--- src/uvc_pkg.sv ---
package uvc_pkg;

   localparam int TABLE_DEPTH    = 32;
   localparam int VALUE_WIDTH    = 32;
   localparam int POSITION_WIDTH = 16;
   localparam int COUNT_WIDTH    = 16;
   localparam int KIND_WIDTH     = 2;
   localparam int SLOT_WIDTH     = $clog2(TABLE_DEPTH + 1);
   localparam int IDX_WIDTH      = $clog2(TABLE_DEPTH);

   localparam logic [COUNT_WIDTH-1:0]    COUNT_MAX    = '1;
   localparam logic [POSITION_WIDTH-1:0] POSITION_MAX = '1;
   localparam logic [SLOT_WIDTH-1:0]     NO_SLOT      = SLOT_WIDTH'(TABLE_DEPTH);

   localparam logic CMD_PUSH   = 1'b0;
   localparam logic CMD_FINISH = 1'b1;

   typedef enum logic [KIND_WIDTH-1:0] {
      KIND_SLOT  = 2'd0,
      KIND_ENTRY = 2'd1,
      KIND_TOTAL = 2'd2
   } kind_type;

   typedef enum logic {
      ST_IDLE,
      ST_DUMP
   } state_type;

   typedef struct packed {
      logic                  push;
      logic                  load_entry;
      logic                  load_total;
      logic [SLOT_WIDTH-1:0] rd_ptr;
   } ctrl_cmd_type;

   typedef struct packed {
      logic                  out_free;
      logic [SLOT_WIDTH-1:0] entries_used;
   } dp_status_type;

endpackage

--- src/uvc_controller.sv ---
module uvc_controller
   import uvc_pkg::*;
(
   input  logic          clock,
   input  logic          reset,
   input  logic          req_valid,
   input  logic          req_command,
   output logic          req_stall,
   input  dp_status_type status,
   output ctrl_cmd_type  cmd
);

   state_type             state_ff, state_in;
   logic [SLOT_WIDTH-1:0] ptr_ff, ptr_in;

   always_ff @(posedge clock) begin
      if (reset) begin
         state_ff <= ST_IDLE;
         ptr_ff   <= '0;
      end else begin
         state_ff <= state_in;
         ptr_ff   <= ptr_in;
      end
   end

   always_comb begin
      state_in       = state_ff;
      ptr_in         = ptr_ff;
      req_stall      = 1'b1;
      cmd.push       = 1'b0;
      cmd.load_entry = 1'b0;
      cmd.load_total = 1'b0;
      cmd.rd_ptr     = ptr_ff;
      unique case (state_ff)
         ST_IDLE: begin
            req_stall = !status.out_free;
            if (req_valid && status.out_free) begin
               if (req_command == CMD_PUSH) begin
                  cmd.push = 1'b1;
               end else begin
                  ptr_in   = '0;
                  state_in = ST_DUMP;
               end
            end
         end
         ST_DUMP: begin
            if (status.out_free) begin
               if (ptr_ff < status.entries_used) begin
                  cmd.load_entry = 1'b1;
                  ptr_in         = ptr_ff + 1'b1;
               end else begin
                  cmd.load_total = 1'b1;
                  state_in       = ST_IDLE;
               end
            end
         end
         default: begin
            state_in = ST_IDLE;
         end
      endcase
   end

endmodule

--- src/uvc_datapath.sv ---
module uvc_datapath
   import uvc_pkg::*;
(
   input  logic                      clock,
   input  logic                      reset,
   input  logic [VALUE_WIDTH-1:0]    req_value,
   input  ctrl_cmd_type              cmd,
   output dp_status_type             status,
   output logic                      rsp_valid,
   input  logic                      rsp_stall,
   output logic [KIND_WIDTH-1:0]     rsp_kind,
   output logic [SLOT_WIDTH-1:0]     rsp_slot,
   output logic [VALUE_WIDTH-1:0]    rsp_entry_value,
   output logic [COUNT_WIDTH-1:0]    rsp_occurrences,
   output logic [POSITION_WIDTH-1:0] rsp_first_position,
   output logic                      rsp_overflow,
   output logic                      rsp_last_of_run
);

   logic [VALUE_WIDTH-1:0]    values_ff [TABLE_DEPTH];
   logic [COUNT_WIDTH-1:0]    counts_ff [TABLE_DEPTH];
   logic [POSITION_WIDTH-1:0] fpos_ff   [TABLE_DEPTH];

   logic [SLOT_WIDTH-1:0]     used_ff, used_in;
   logic [POSITION_WIDTH-1:0] position_ff, position_in;
   logic                      overflow_ff, overflow_in;

   logic                      out_valid_ff, out_valid_in;
   kind_type                  out_kind_ff, out_kind_in;
   logic [SLOT_WIDTH-1:0]     out_slot_ff, out_slot_in;
   logic [VALUE_WIDTH-1:0]    out_value_ff, out_value_in;
   logic [COUNT_WIDTH-1:0]    out_count_ff, out_count_in;
   logic [POSITION_WIDTH-1:0] out_pos_ff, out_pos_in;
   logic                      out_ovf_ff, out_ovf_in;
   logic                      out_last_ff, out_last_in;

   logic [TABLE_DEPTH-1:0]    match;
   logic [IDX_WIDTH-1:0]      hit_idx;
   logic                      found;
   logic                      room;
   logic [COUNT_WIDTH-1:0]    hit_count;
   logic [IDX_WIDTH-1:0]      new_idx;
   logic [IDX_WIDTH-1:0]      rd_idx;

   // Every stored value is compared with the request at once; stored values are distinct,
   // so at most one entry matches and the slot is the OR of the matching indexes.
   always_comb begin
      hit_idx = '0;
      for (int i = 0; i < TABLE_DEPTH; i++) begin
         match[i] = (SLOT_WIDTH'(i) < used_ff) && (values_ff[i] == req_value);
         if (match[i]) begin
            hit_idx = hit_idx | IDX_WIDTH'(i);
         end
      end
   end

   assign found     = |match;
   assign room      = used_ff < NO_SLOT;
   assign new_idx   = used_ff[IDX_WIDTH-1:0];
   assign rd_idx    = cmd.rd_ptr[IDX_WIDTH-1:0];
   assign hit_count = (counts_ff[hit_idx] == COUNT_MAX) ? COUNT_MAX
                                                       : counts_ff[hit_idx] + 1'b1;

   always_ff @(posedge clock) begin
      if (cmd.push) begin
         if (found) begin
            counts_ff[hit_idx] <= hit_count;
         end else if (room) begin
            values_ff[new_idx] <= req_value;
            counts_ff[new_idx] <= COUNT_WIDTH'(1);
            fpos_ff[new_idx]   <= position_ff;
         end
      end
   end

   always_comb begin
      used_in     = used_ff;
      position_in = position_ff;
      overflow_in = overflow_ff;
      if (cmd.push) begin
         if (position_ff != POSITION_MAX) begin
            position_in = position_ff + 1'b1;
         end
         if (!found) begin
            if (room) begin
               used_in = used_ff + 1'b1;
            end else begin
               overflow_in = 1'b1;
            end
         end
      end else if (cmd.load_total) begin
         used_in     = '0;
         position_in = '0;
         overflow_in = 1'b0;
      end
   end

   always_comb begin
      out_valid_in = out_valid_ff && rsp_stall;
      out_kind_in  = out_kind_ff;
      out_slot_in  = out_slot_ff;
      out_value_in = out_value_ff;
      out_count_in = out_count_ff;
      out_pos_in   = out_pos_ff;
      out_ovf_in   = out_ovf_ff;
      out_last_in  = out_last_ff;
      priority if (cmd.push) begin
         out_valid_in = 1'b1;
         out_kind_in  = KIND_SLOT;
         out_value_in = req_value;
         out_ovf_in   = overflow_in;
         out_last_in  = 1'b1;
         if (found) begin
            out_slot_in  = SLOT_WIDTH'(hit_idx);
            out_count_in = hit_count;
            out_pos_in   = fpos_ff[hit_idx];
         end else if (room) begin
            out_slot_in  = used_ff;
            out_count_in = COUNT_WIDTH'(1);
            out_pos_in   = position_ff;
         end else begin
            out_slot_in  = NO_SLOT;
            out_count_in = '0;
            out_pos_in   = '0;
         end
      end else if (cmd.load_entry) begin
         out_valid_in = 1'b1;
         out_kind_in  = KIND_ENTRY;
         out_slot_in  = cmd.rd_ptr;
         out_value_in = values_ff[rd_idx];
         out_count_in = counts_ff[rd_idx];
         out_pos_in   = fpos_ff[rd_idx];
         out_ovf_in   = overflow_ff;
         out_last_in  = 1'b0;
      end else if (cmd.load_total) begin
         out_valid_in = 1'b1;
         out_kind_in  = KIND_TOTAL;
         out_slot_in  = '0;
         out_value_in = '0;
         out_count_in = COUNT_WIDTH'(used_ff);
         out_pos_in   = '0;
         out_ovf_in   = overflow_ff;
         out_last_in  = 1'b1;
      end
   end

   always_ff @(posedge clock) begin
      if (reset) begin
         used_ff      <= '0;
         position_ff  <= '0;
         overflow_ff  <= 1'b0;
         out_valid_ff <= 1'b0;
      end else begin
         used_ff      <= used_in;
         position_ff  <= position_in;
         overflow_ff  <= overflow_in;
         out_valid_ff <= out_valid_in;
      end
   end

   always_ff @(posedge clock) begin
      out_kind_ff  <= out_kind_in;
      out_slot_ff  <= out_slot_in;
      out_value_ff <= out_value_in;
      out_count_ff <= out_count_in;
      out_pos_ff   <= out_pos_in;
      out_ovf_ff   <= out_ovf_in;
      out_last_ff  <= out_last_in;
   end

   assign status.out_free     = !out_valid_ff || !rsp_stall;
   assign status.entries_used = used_ff;

   assign rsp_valid          = out_valid_ff;
   assign rsp_kind           = out_kind_ff;
   assign rsp_slot           = out_slot_ff;
   assign rsp_entry_value    = out_value_ff;
   assign rsp_occurrences    = out_count_ff;
   assign rsp_first_position = out_pos_ff;
   assign rsp_overflow       = out_ovf_ff;
   assign rsp_last_of_run    = out_last_ff;

endmodule

--- src/unique_values_with_counts.sv ---
// Push: the result is registered and shows in the cycle after the request is taken;
// one push per cycle while the output is free, set by the parallel table compare.
// Finish: entries_used + 1 results, one per cycle while the output is free, from the
// output register; requests are stalled until the distinct count result has been loaded.
// Reset (synchronous, active high) clears the fill count, the element position, the
// overflow flag and the output valid flag; table contents are not cleared.
module unique_values_with_counts
   import uvc_pkg::*;
(
   input  logic                      clock,
   input  logic                      reset,
   input  logic                      req_valid,
   output logic                      req_stall,
   input  logic                      req_command,
   input  logic [VALUE_WIDTH-1:0]    req_value,
   output logic                      rsp_valid,
   input  logic                      rsp_stall,
   output logic [KIND_WIDTH-1:0]     rsp_kind,
   output logic [SLOT_WIDTH-1:0]     rsp_slot,
   output logic [VALUE_WIDTH-1:0]    rsp_entry_value,
   output logic [COUNT_WIDTH-1:0]    rsp_occurrences,
   output logic [POSITION_WIDTH-1:0] rsp_first_position,
   output logic                      rsp_overflow,
   output logic                      rsp_last_of_run
);

   ctrl_cmd_type  cmd;
   dp_status_type status;

   uvc_controller u_controller (
      .clock       (clock),
      .reset       (reset),
      .req_valid   (req_valid),
      .req_command (req_command),
      .req_stall   (req_stall),
      .status      (status),
      .cmd         (cmd)
   );

   uvc_datapath u_datapath (
      .clock              (clock),
      .reset              (reset),
      .req_value          (req_value),
      .cmd                (cmd),
      .status             (status),
      .rsp_valid          (rsp_valid),
      .rsp_stall          (rsp_stall),
      .rsp_kind           (rsp_kind),
      .rsp_slot           (rsp_slot),
      .rsp_entry_value    (rsp_entry_value),
      .rsp_occurrences    (rsp_occurrences),
      .rsp_first_position (rsp_first_position),
      .rsp_overflow       (rsp_overflow),
      .rsp_last_of_run    (rsp_last_of_run)
   );

endmodule

--- config.mk ---
export PLATFORM = sky130hd
export DESIGN_NAME = unique_values_with_counts
export DESIGN_NICKNAME = d
export VERILOG_FILES = /design/src/uvc_pkg.sv /design/src/uvc_controller.sv /design/src/uvc_datapath.sv /design/src/unique_values_with_counts.sv
export SDC_FILE = /design/constraint.sdc
export NUM_CORES = 2
export LEC_CHECK = 0
export BUFFER_PORTS_ARGS = -buffer_cell sky130_fd_sc_hd__buf_2
export CAP_MARGIN = 40
export CORE_ASPECT_RATIO = 0.75
export CORE_MARGIN = 10
export CORE_UTILIZATION = 39
export DETAILED_ROUTE_END_ITERATION = 8
export GPL_TIMING_DRIVEN = 1
export MAX_ROUTING_LAYER = met4
export PLACE_DENSITY_LB_ADDON = 0.3
export SETUP_SLACK_MARGIN = 0.5
export SLEW_MARGIN = 15
export SYNTH_ARGS = -nofsm -noshare
export SYNTH_HDL_FRONTEND = slang
export SYNTH_HIERARCHICAL = 1
export SYNTH_SLANG_ARGS = --single-unit
--- constraint.sdc ---
create_clock -name clock -period 8.9 [get_ports clock]
set_clock_uncertainty 0.2 [all_clocks]
set_input_delay 0.445 -clock clock [delete_from_list [all_inputs] [get_ports clock]]
set_output_delay 0.445 -clock clock [all_outputs]
set_load 0.01 [all_outputs]
# After elaboration in Yosys (flattened, before gate mapping)
# Memories as Yosys holds them, arrays and structs flattened. A register that Yosys moved wholly into a read port is not among the register bits.
# Index checks and enable logic that the tools add are counted.
# word_totals
register_bits,105
ram_bits,2048
out_inout_bits,76
word_cells,309
n_memories,3
# op_classes
add_sub_neg,4
magnitude_cmp,34
eq_ne,42
muxes,166
bitwise,1
n_reduce_logical,46
# mem_list
memory,depth,width,read_ports,rd_clocked_by_memory_dff,wr,line,text
u_datapath.values_ff,32,32,33,1,1,uvc_datapath.sv:20,logic [VALUE_WIDTH-1:0] values_ff [TABLE_DEPTH];
u_datapath.counts_ff,32,16,2,1,1,uvc_datapath.sv:21,logic [COUNT_WIDTH-1:0] counts_ff [TABLE_DEPTH];
u_datapath.fpos_ff,32,16,2,1,1,uvc_datapath.sv:22,logic [POSITION_WIDTH-1:0] fpos_ff [TABLE_DEPTH];
# ops
op,count
32-bit == test,32
16-bit two-way mux,27
32-bit two-way mux,6
6-bit two-way mux,28
5-bit two-way mux,23
"5-bit by 6-bit < comparator with 1-bit output, first input constant",16
1-bit two-way mux,58
"4-bit by 6-bit < comparator with 1-bit output, first input constant",8
1-bit logical AND,34
"16-bit by 1-bit adder with 16-bit output, second input constant",2
4-bit two-way mux,8
32-bit OR reduction,1
"3-bit by 6-bit < comparator with 1-bit output, first input constant",4
2-bit two-way mux,10
"16-bit == test, second input constant",1
"16-bit != test, second input constant",1
16-bit OR reduction,1
"6-bit by 1-bit adder with 6-bit output, second input constant",2
"1-bit by 6-bit < comparator with 1-bit output, first input constant",2
"2-bit by 6-bit < comparator with 1-bit output, first input constant",2
3-bit two-way mux,4
6-bit one-hot mux with 2 select lines,1
4-bit AND reduction,2
6-bit < comparator,1
13 further kinds,19

# Longest topological paths before layout
# An unclocked memory read counts as a cell.
# logic_depth
ltp_word,40
depth_mapped,27
mapped_depth_nobuf,20

# Modules after synthesis
# The synthesis kept the hierarchy.
# by_module_without_submodules
module,instances,cells_each,area_per_inst_um2,seq_area_each_um2
uvc_datapath,1,6747,107828.4,64171.5
uvc_controller,1,70,544.3,140.1

# Worst setup path before layout
# Ideal clock, no wire load.
# synth_path
kind,register -> register
start,register u_datapath.used_ff[0]
end,memory u_datapath.fpos_ff[20][0] (enable)
arrival_ns,5.838
t_required_ns,8.246
setup_slack_ns,2.409
path_stages_with_launch,16
n_path_buf,2
period_less_slack_ns,6.491
path_cell_list,dfxtp_1 ha_1 or2_1 or2_1 and4b_1 nand3_1 o311ai_0 or2_2 nor4_1 nand2_1 nor2_1 and2_1 clkbuf_1 clkbuf_1 nand2_1 nor2_1
# synth_between
elab_chain_cells,6
word_cells_on_any_way,70
cone_classes,33 x order compare; 4 x mux; 33 x reduce/logical
# synth_rtl
item,line,text
start: declaration,uvc_datapath.sv:24,"logic [SLOT_WIDTH-1:0] used_ff, used_in;"
start signal: assignment,uvc_datapath.sv:154,used_ff <= used_in;
"1-bit by 6-bit < comparator with 1-bit output, or another cell as far along",uvc_datapath.sv:50,match[i] = (SLOT_WIDTH'(i) < used_ff) && (values_ff[i] == req_value);
1-bit logical AND,uvc_datapath.sv:50,
32-bit OR reduction,uvc_datapath.sv:57,assign found = |match;
1-bit two-way mux,uvc_datapath.sv:66,if (found) begin
1-bit two-way mux,uvc_datapath.sv:65,if (cmd.push) begin
1-bit two-way mux (not written as such),uvc_datapath.sv:71,fpos_ff[new_idx] <= position_ff;
end: declaration,uvc_datapath.sv:22,
# Parallel ways exist; a longest one is shown, timed or not.

# Final worst setup path
# layout_path
start,register u_datapath.used_ff[1]
end,"memory u_datapath.counts_ff[16][6], data pin"
# layout_between
elab_chain_cells,37
word_cells_on_any_way,107
cone_classes,1 x add/sub; 33 x order compare; 1 x eq/ne; 37 x mux; 34 x reduce/logical; 1 x memory
# layout_rtl
item,line,text
1-bit by 6-bit < comparator with 1-bit output,uvc_datapath.sv:50,
1-bit logical AND,uvc_datapath.sv:50,
1-bit two-way mux,uvc_datapath.sv:51,if (match[i]) begin
2-bit two-way mux (2 in a row),uvc_datapath.sv:51,
3-bit two-way mux (4 in a row),uvc_datapath.sv:51,
4-bit two-way mux (8 in a row),uvc_datapath.sv:51,
5-bit two-way mux (16 in a row),uvc_datapath.sv:51,
memory read 32 x 16 bit,--,
16-bit by 1-bit adder with 16-bit output or 16-bit == test (tied branches),"uvc_datapath.sv:62, uvc_datapath.sv:61",
16-bit two-way mux,uvc_datapath.sv:61,assign hit_count = (counts_ff[hit_idx] == COUNT_MAX) ? COUNT_MAX
16-bit two-way mux (no source line) *,--,
end: declaration,uvc_datapath.sv:21,
# Every way passes the cells marked *; elsewhere a longest branch is shown, timed or not.

==> impl_metrics.csv <==
group,metric,value,unit
sta,setup_violations,0,
sta,fmax,124,MHz
route,via_count,69400,
worst_setup_path,cp_num_buf_inv,6,
route,drc,0,
worst_setup_path,timing.rr.start,"u_datapath/used_ff[1]",
synth,ys_seq_area_frac,0.593,
route,detail_route.first_pass.iterations,6,
route,wire_per_inst,37.0,µm
worst_setup_path,cpPeakStageDelay,0.76,ns
worst_setup_path,required,9.42,ns
clock_network,cts_root_buf,"clkbuf_16",
min_path,min_path_type,"register to register",
clock_network,numClockSinks,2153,
worst_setup_path,r2r_cells,24,
power_and_ir_drop,leakagePower,38.9,nW
synth,ys_ff_latch,2153,
worst_setup_path,startpoint,"u_datapath/used_ff[1]",
global_route,grt_overflow_total,0,
floorplan,start_util,0.392,
sta,max-slew-margin-rel,0.283,
synth,synth.area.top_cells,"edfxtp_1, mux4_2, xnor2_1",
route,ant_nets,0,
clock_network,cts_tree,"yes",
global_route,grt_max_degree,185,
worst_setup_path,critPathArrivalTime,8.60,ns
run_status,status,"finished clean",
worst_setup_path,crit_family,"simple AND/OR/NAND/NOR gates",
global_route,grt_pass1_wl,553000,µm
layout,drive_gt1_frac,0.224,
worst_setup_path,cp_max_fo,65,
layout,num-fill-cells,24400,
power_and_ir_drop,vdd.ir_drop.worst,175,µV
floorplan,die_w,629,µm
worst_setup_path,start_kind,"register",
placement,place.detailed.hpwl,276000,µm
synth,synth-edff-count,2119,
worst_setup_path,crit_type,"register to register",
power_and_ir_drop,p_total,0.0233,W
worst_setup_path,path_cells,"ha_1, or2_1, nor2_1, nor4b_1, nand3_1, nand4_1, nor4_4, buf_4, buf_12, nor2b_1, a211oi_1, a211oi_1, a211oi_1, a211o_4, inv_1, ha_1, inv_1, a2111o_1, nor3_2, buf_4, and4_1, nor2_1, nor2_1, buf_4",
placement,place_area,114000,µm²
clock_network,clk_latency,0.95,ns
sta,finalHoldViolCount,0,
placement,portBuffers,112,
clock_network,cts_buffers,227,
synth,yosysTopAreaCellShare,0.587,
floorplan,core,276000,µm²
clock_network,h-tree-depth,4,
global_route,grt_pass1_vias,65600,
synth,synth_fp_nets,6867,
synth,synth_top_area_cell,"edfxtp_1",
layout,fin_area,121000,µm²
synth,yosysWarningCount,6,
worst_setup_path,endpoint,"u_datapath/counts_ff[16][6]",
worst_setup_path,cp.depth,24,
worst_setup_path,end_kind,"register",
placement,gp_congestion,1.00,
worst_setup_path,ff2ff_setup_slack,0.81,ns
synth,synth_cells,6817,
clock_network,clkTransAtPathRegs,0.07,ns
sta,worstMarginPinSlew,1.08,ns
synth,avgSynthCellArea,15.9,µm²
sta,rsz0062_at_grt,"false",
route,first_iter_violations,10800,
placement,placedCellCount,10500,
run,cap_viol_max_count,0,
clock_network,cts_buffer_depth,4,
sta,drv_slew,0,
sta,fin_crit_sh,0.909,
floorplan,dieArea,300000,µm²
sta,fin_tns_setup,0,ns
synth,syn-cell-area,108000,µm²
layout,layout.nets,7090,
global_route,groute.usage.overall,0.267,
synth,ys.flop_type,"edfxtp_1",
floorplan,rows,167,
synth,synth_cell_types,88,
floorplan,io_pins,113,
layout,final_cells,10900,
worst_setup_path,critPathSlowestCell,"or2_1",
worst_setup_path,r2r-end,"u_datapath/counts_ff[16][6]",
synth,async_flop_share,0,
route,viasPerCell,6.33,
route,drt-total-wl,405000,µm
power_and_ir_drop,power_density,192,nW/µm²
floorplan,die_y,477,µm
global_route,antenna_found_initial,34,
sta,min_period,8.09,ns
layout,syn_to_final_growth,12.0,%
-- flip-flops by register name, indices dropped and copies added (netlist names) --
| register | flops |
|---|---|
| u_datapath/rsp_overflow | 1 |
| u_datapath/rsp_valid | 1 |
| u_datapath/rsp_occurrences | 16 |
| u_datapath/position_ff | 16 |
| u_datapath/fpos_ff | 512 |
| u_datapath/rsp_slot | 6 |
| u_controller/ptr_ff | 6 |
| u_datapath/rsp_entry_value | 32 |
| u_datapath/rsp_last_of_run | 1 |
| u_datapath/rsp_kind | 2 |
| u_datapath/values_ff | 1024 |
| u_datapath/used_ff | 6 |
| u_datapath/overflow_ff | 1 |
| u_controller/state_ff | 1 |
| u_datapath/rsp_first_position | 16 |
| u_datapath/counts_ff | 512 |
-- where the power goes --
part           internal [W]  total [W]  switching [W]
sequential           0.0112     0.0112      0.0000559
combinational      0.000934    0.00248        0.00154
clock               0.00540    0.00954        0.00414
-- cells by family after synthesis --
group                    Yosys count  share of synthesized area
flip-flops                      2153                      0.593
XOR/XNOR                        1041                     0.0843
buffers and inverters            504                     0.0319
AND/OR/NAND/NOR                 1212                     0.0614
AO/OA/AOI/OAI                    693                     0.0417
adder cells (fa/ha/maj)           13                    0.00150
multiplexers                    1201                      0.186
-- timing repair --
item	CTS	global route
endpoints found under the hold margin	480	0
hold buffers	36	0
resized for setup	0	0
buffers inserted	0	0
-- per-layer routing --
metal / wire length (µm) / vias up / global-route usage / part of all wire
li1: - / 27700 / - / -
met4: 11100 / 0 / 0.0622 / 0.027
met1: 174000 / 36700 / 0.393 / 0.43
met3: 52000 / 524 / 0.0805 / 0.13
met5: 0 / - / - / 0
met2: 168000 / 4479 / 0.360 / 0.41
-- Yosys cell counts (15+ instances only) --
cell	number
edfxtp_1	2119
xnor2_1	783
mux4_2	640
mux2i_1	482
nand4_1	290
xor2_1	256
nand2_1	238
a211oi_1	201
clkbuf_1	184
nor2_1	168
a21oi_1	158
o21ai_0	155
nor4_1	131
nor2b_1	119
o211ai_1	80
mux2_2	79
nand3_1	79
buf_8	73
buf_1	70
nor3_1	58
buf_2	55
buf_4	44
buf_6	44
dfxtp_1	34
inv_1	21
or3_1	15
-- tightest hold or removal path, delay by kind of cell (launching register included) --
family        cells  cell delay (ns)
flops             1             0.31
simple gates      2             0.09
-- through the flow --
stage          hold WS, ns  setup slack, ns   util
2_1_floorplan        0.267             2.41      -
3_3_place_gp         0.233             1.05  0.410
3_5_place_dp         0.236             1.10  0.411
4_1_cts              0.246             1.05  0.439
5_1_grt              0.265            0.674  0.439
6_report             0.242            0.814  0.439
-- worst min path at each step --
stage                             end  cells past startpoint              startpoint
5_1_grt        u_datapath/rsp_kind[0]                      2  u_datapath/rsp_kind[0]
3_3_place_gp   u_datapath/rsp_kind[0]                      2  u_datapath/rsp_kind[0]
4_1_cts        u_datapath/rsp_kind[0]                      2  u_datapath/rsp_kind[0]
6_report       u_datapath/rsp_kind[0]                      2  u_datapath/rsp_kind[0]
3_5_place_dp   u_datapath/rsp_kind[0]                      2  u_datapath/rsp_kind[0]
2_1_floorplan  u_datapath/rsp_kind[0]                      2  u_datapath/rsp_kind[0]
-- final cells by class --
| type | count | area, µm² | area share |
|---|---|---|---|
| timing repair buffer | 476 | 3980 | 0.0328 |
| clock inverter | 143 | 1420 | 0.0117 |
| clock buffer | 262 | 5830 | 0.0480 |
| antenna | 15 | 37.5 | 0.000309 |
| sequential | 2153 | 64300 | 0.530 |
| tap | 3718 | 4650 | 0.0383 |
| multi-input combinational | 4160 | 41000 | 0.338 |
| inverter | 22 | 85.1 | 0.000701 |
-- cells in the final DEF, fill, tap and decap left out, types with 53 or more instances in the layout --
master and count:
clkbuf_16 227, mux4_2 640, buf_4 308, nand3_1 79, edfxtp_1 2119, nand2_1 238, xnor2_1 783, buf_2 89
a211oi_1 201, xor2_1 256, nor2b_1 119, mux2i_1 482, mux2_2 79, nor4_1 125, nor2_1 102, clkinv_2 53
nand4_1 290, o21ai_0 155, o211ai_1 80, nor3_1 56, a21oi_1 156
No activity file was read; power rests on OpenSTA's default activity.
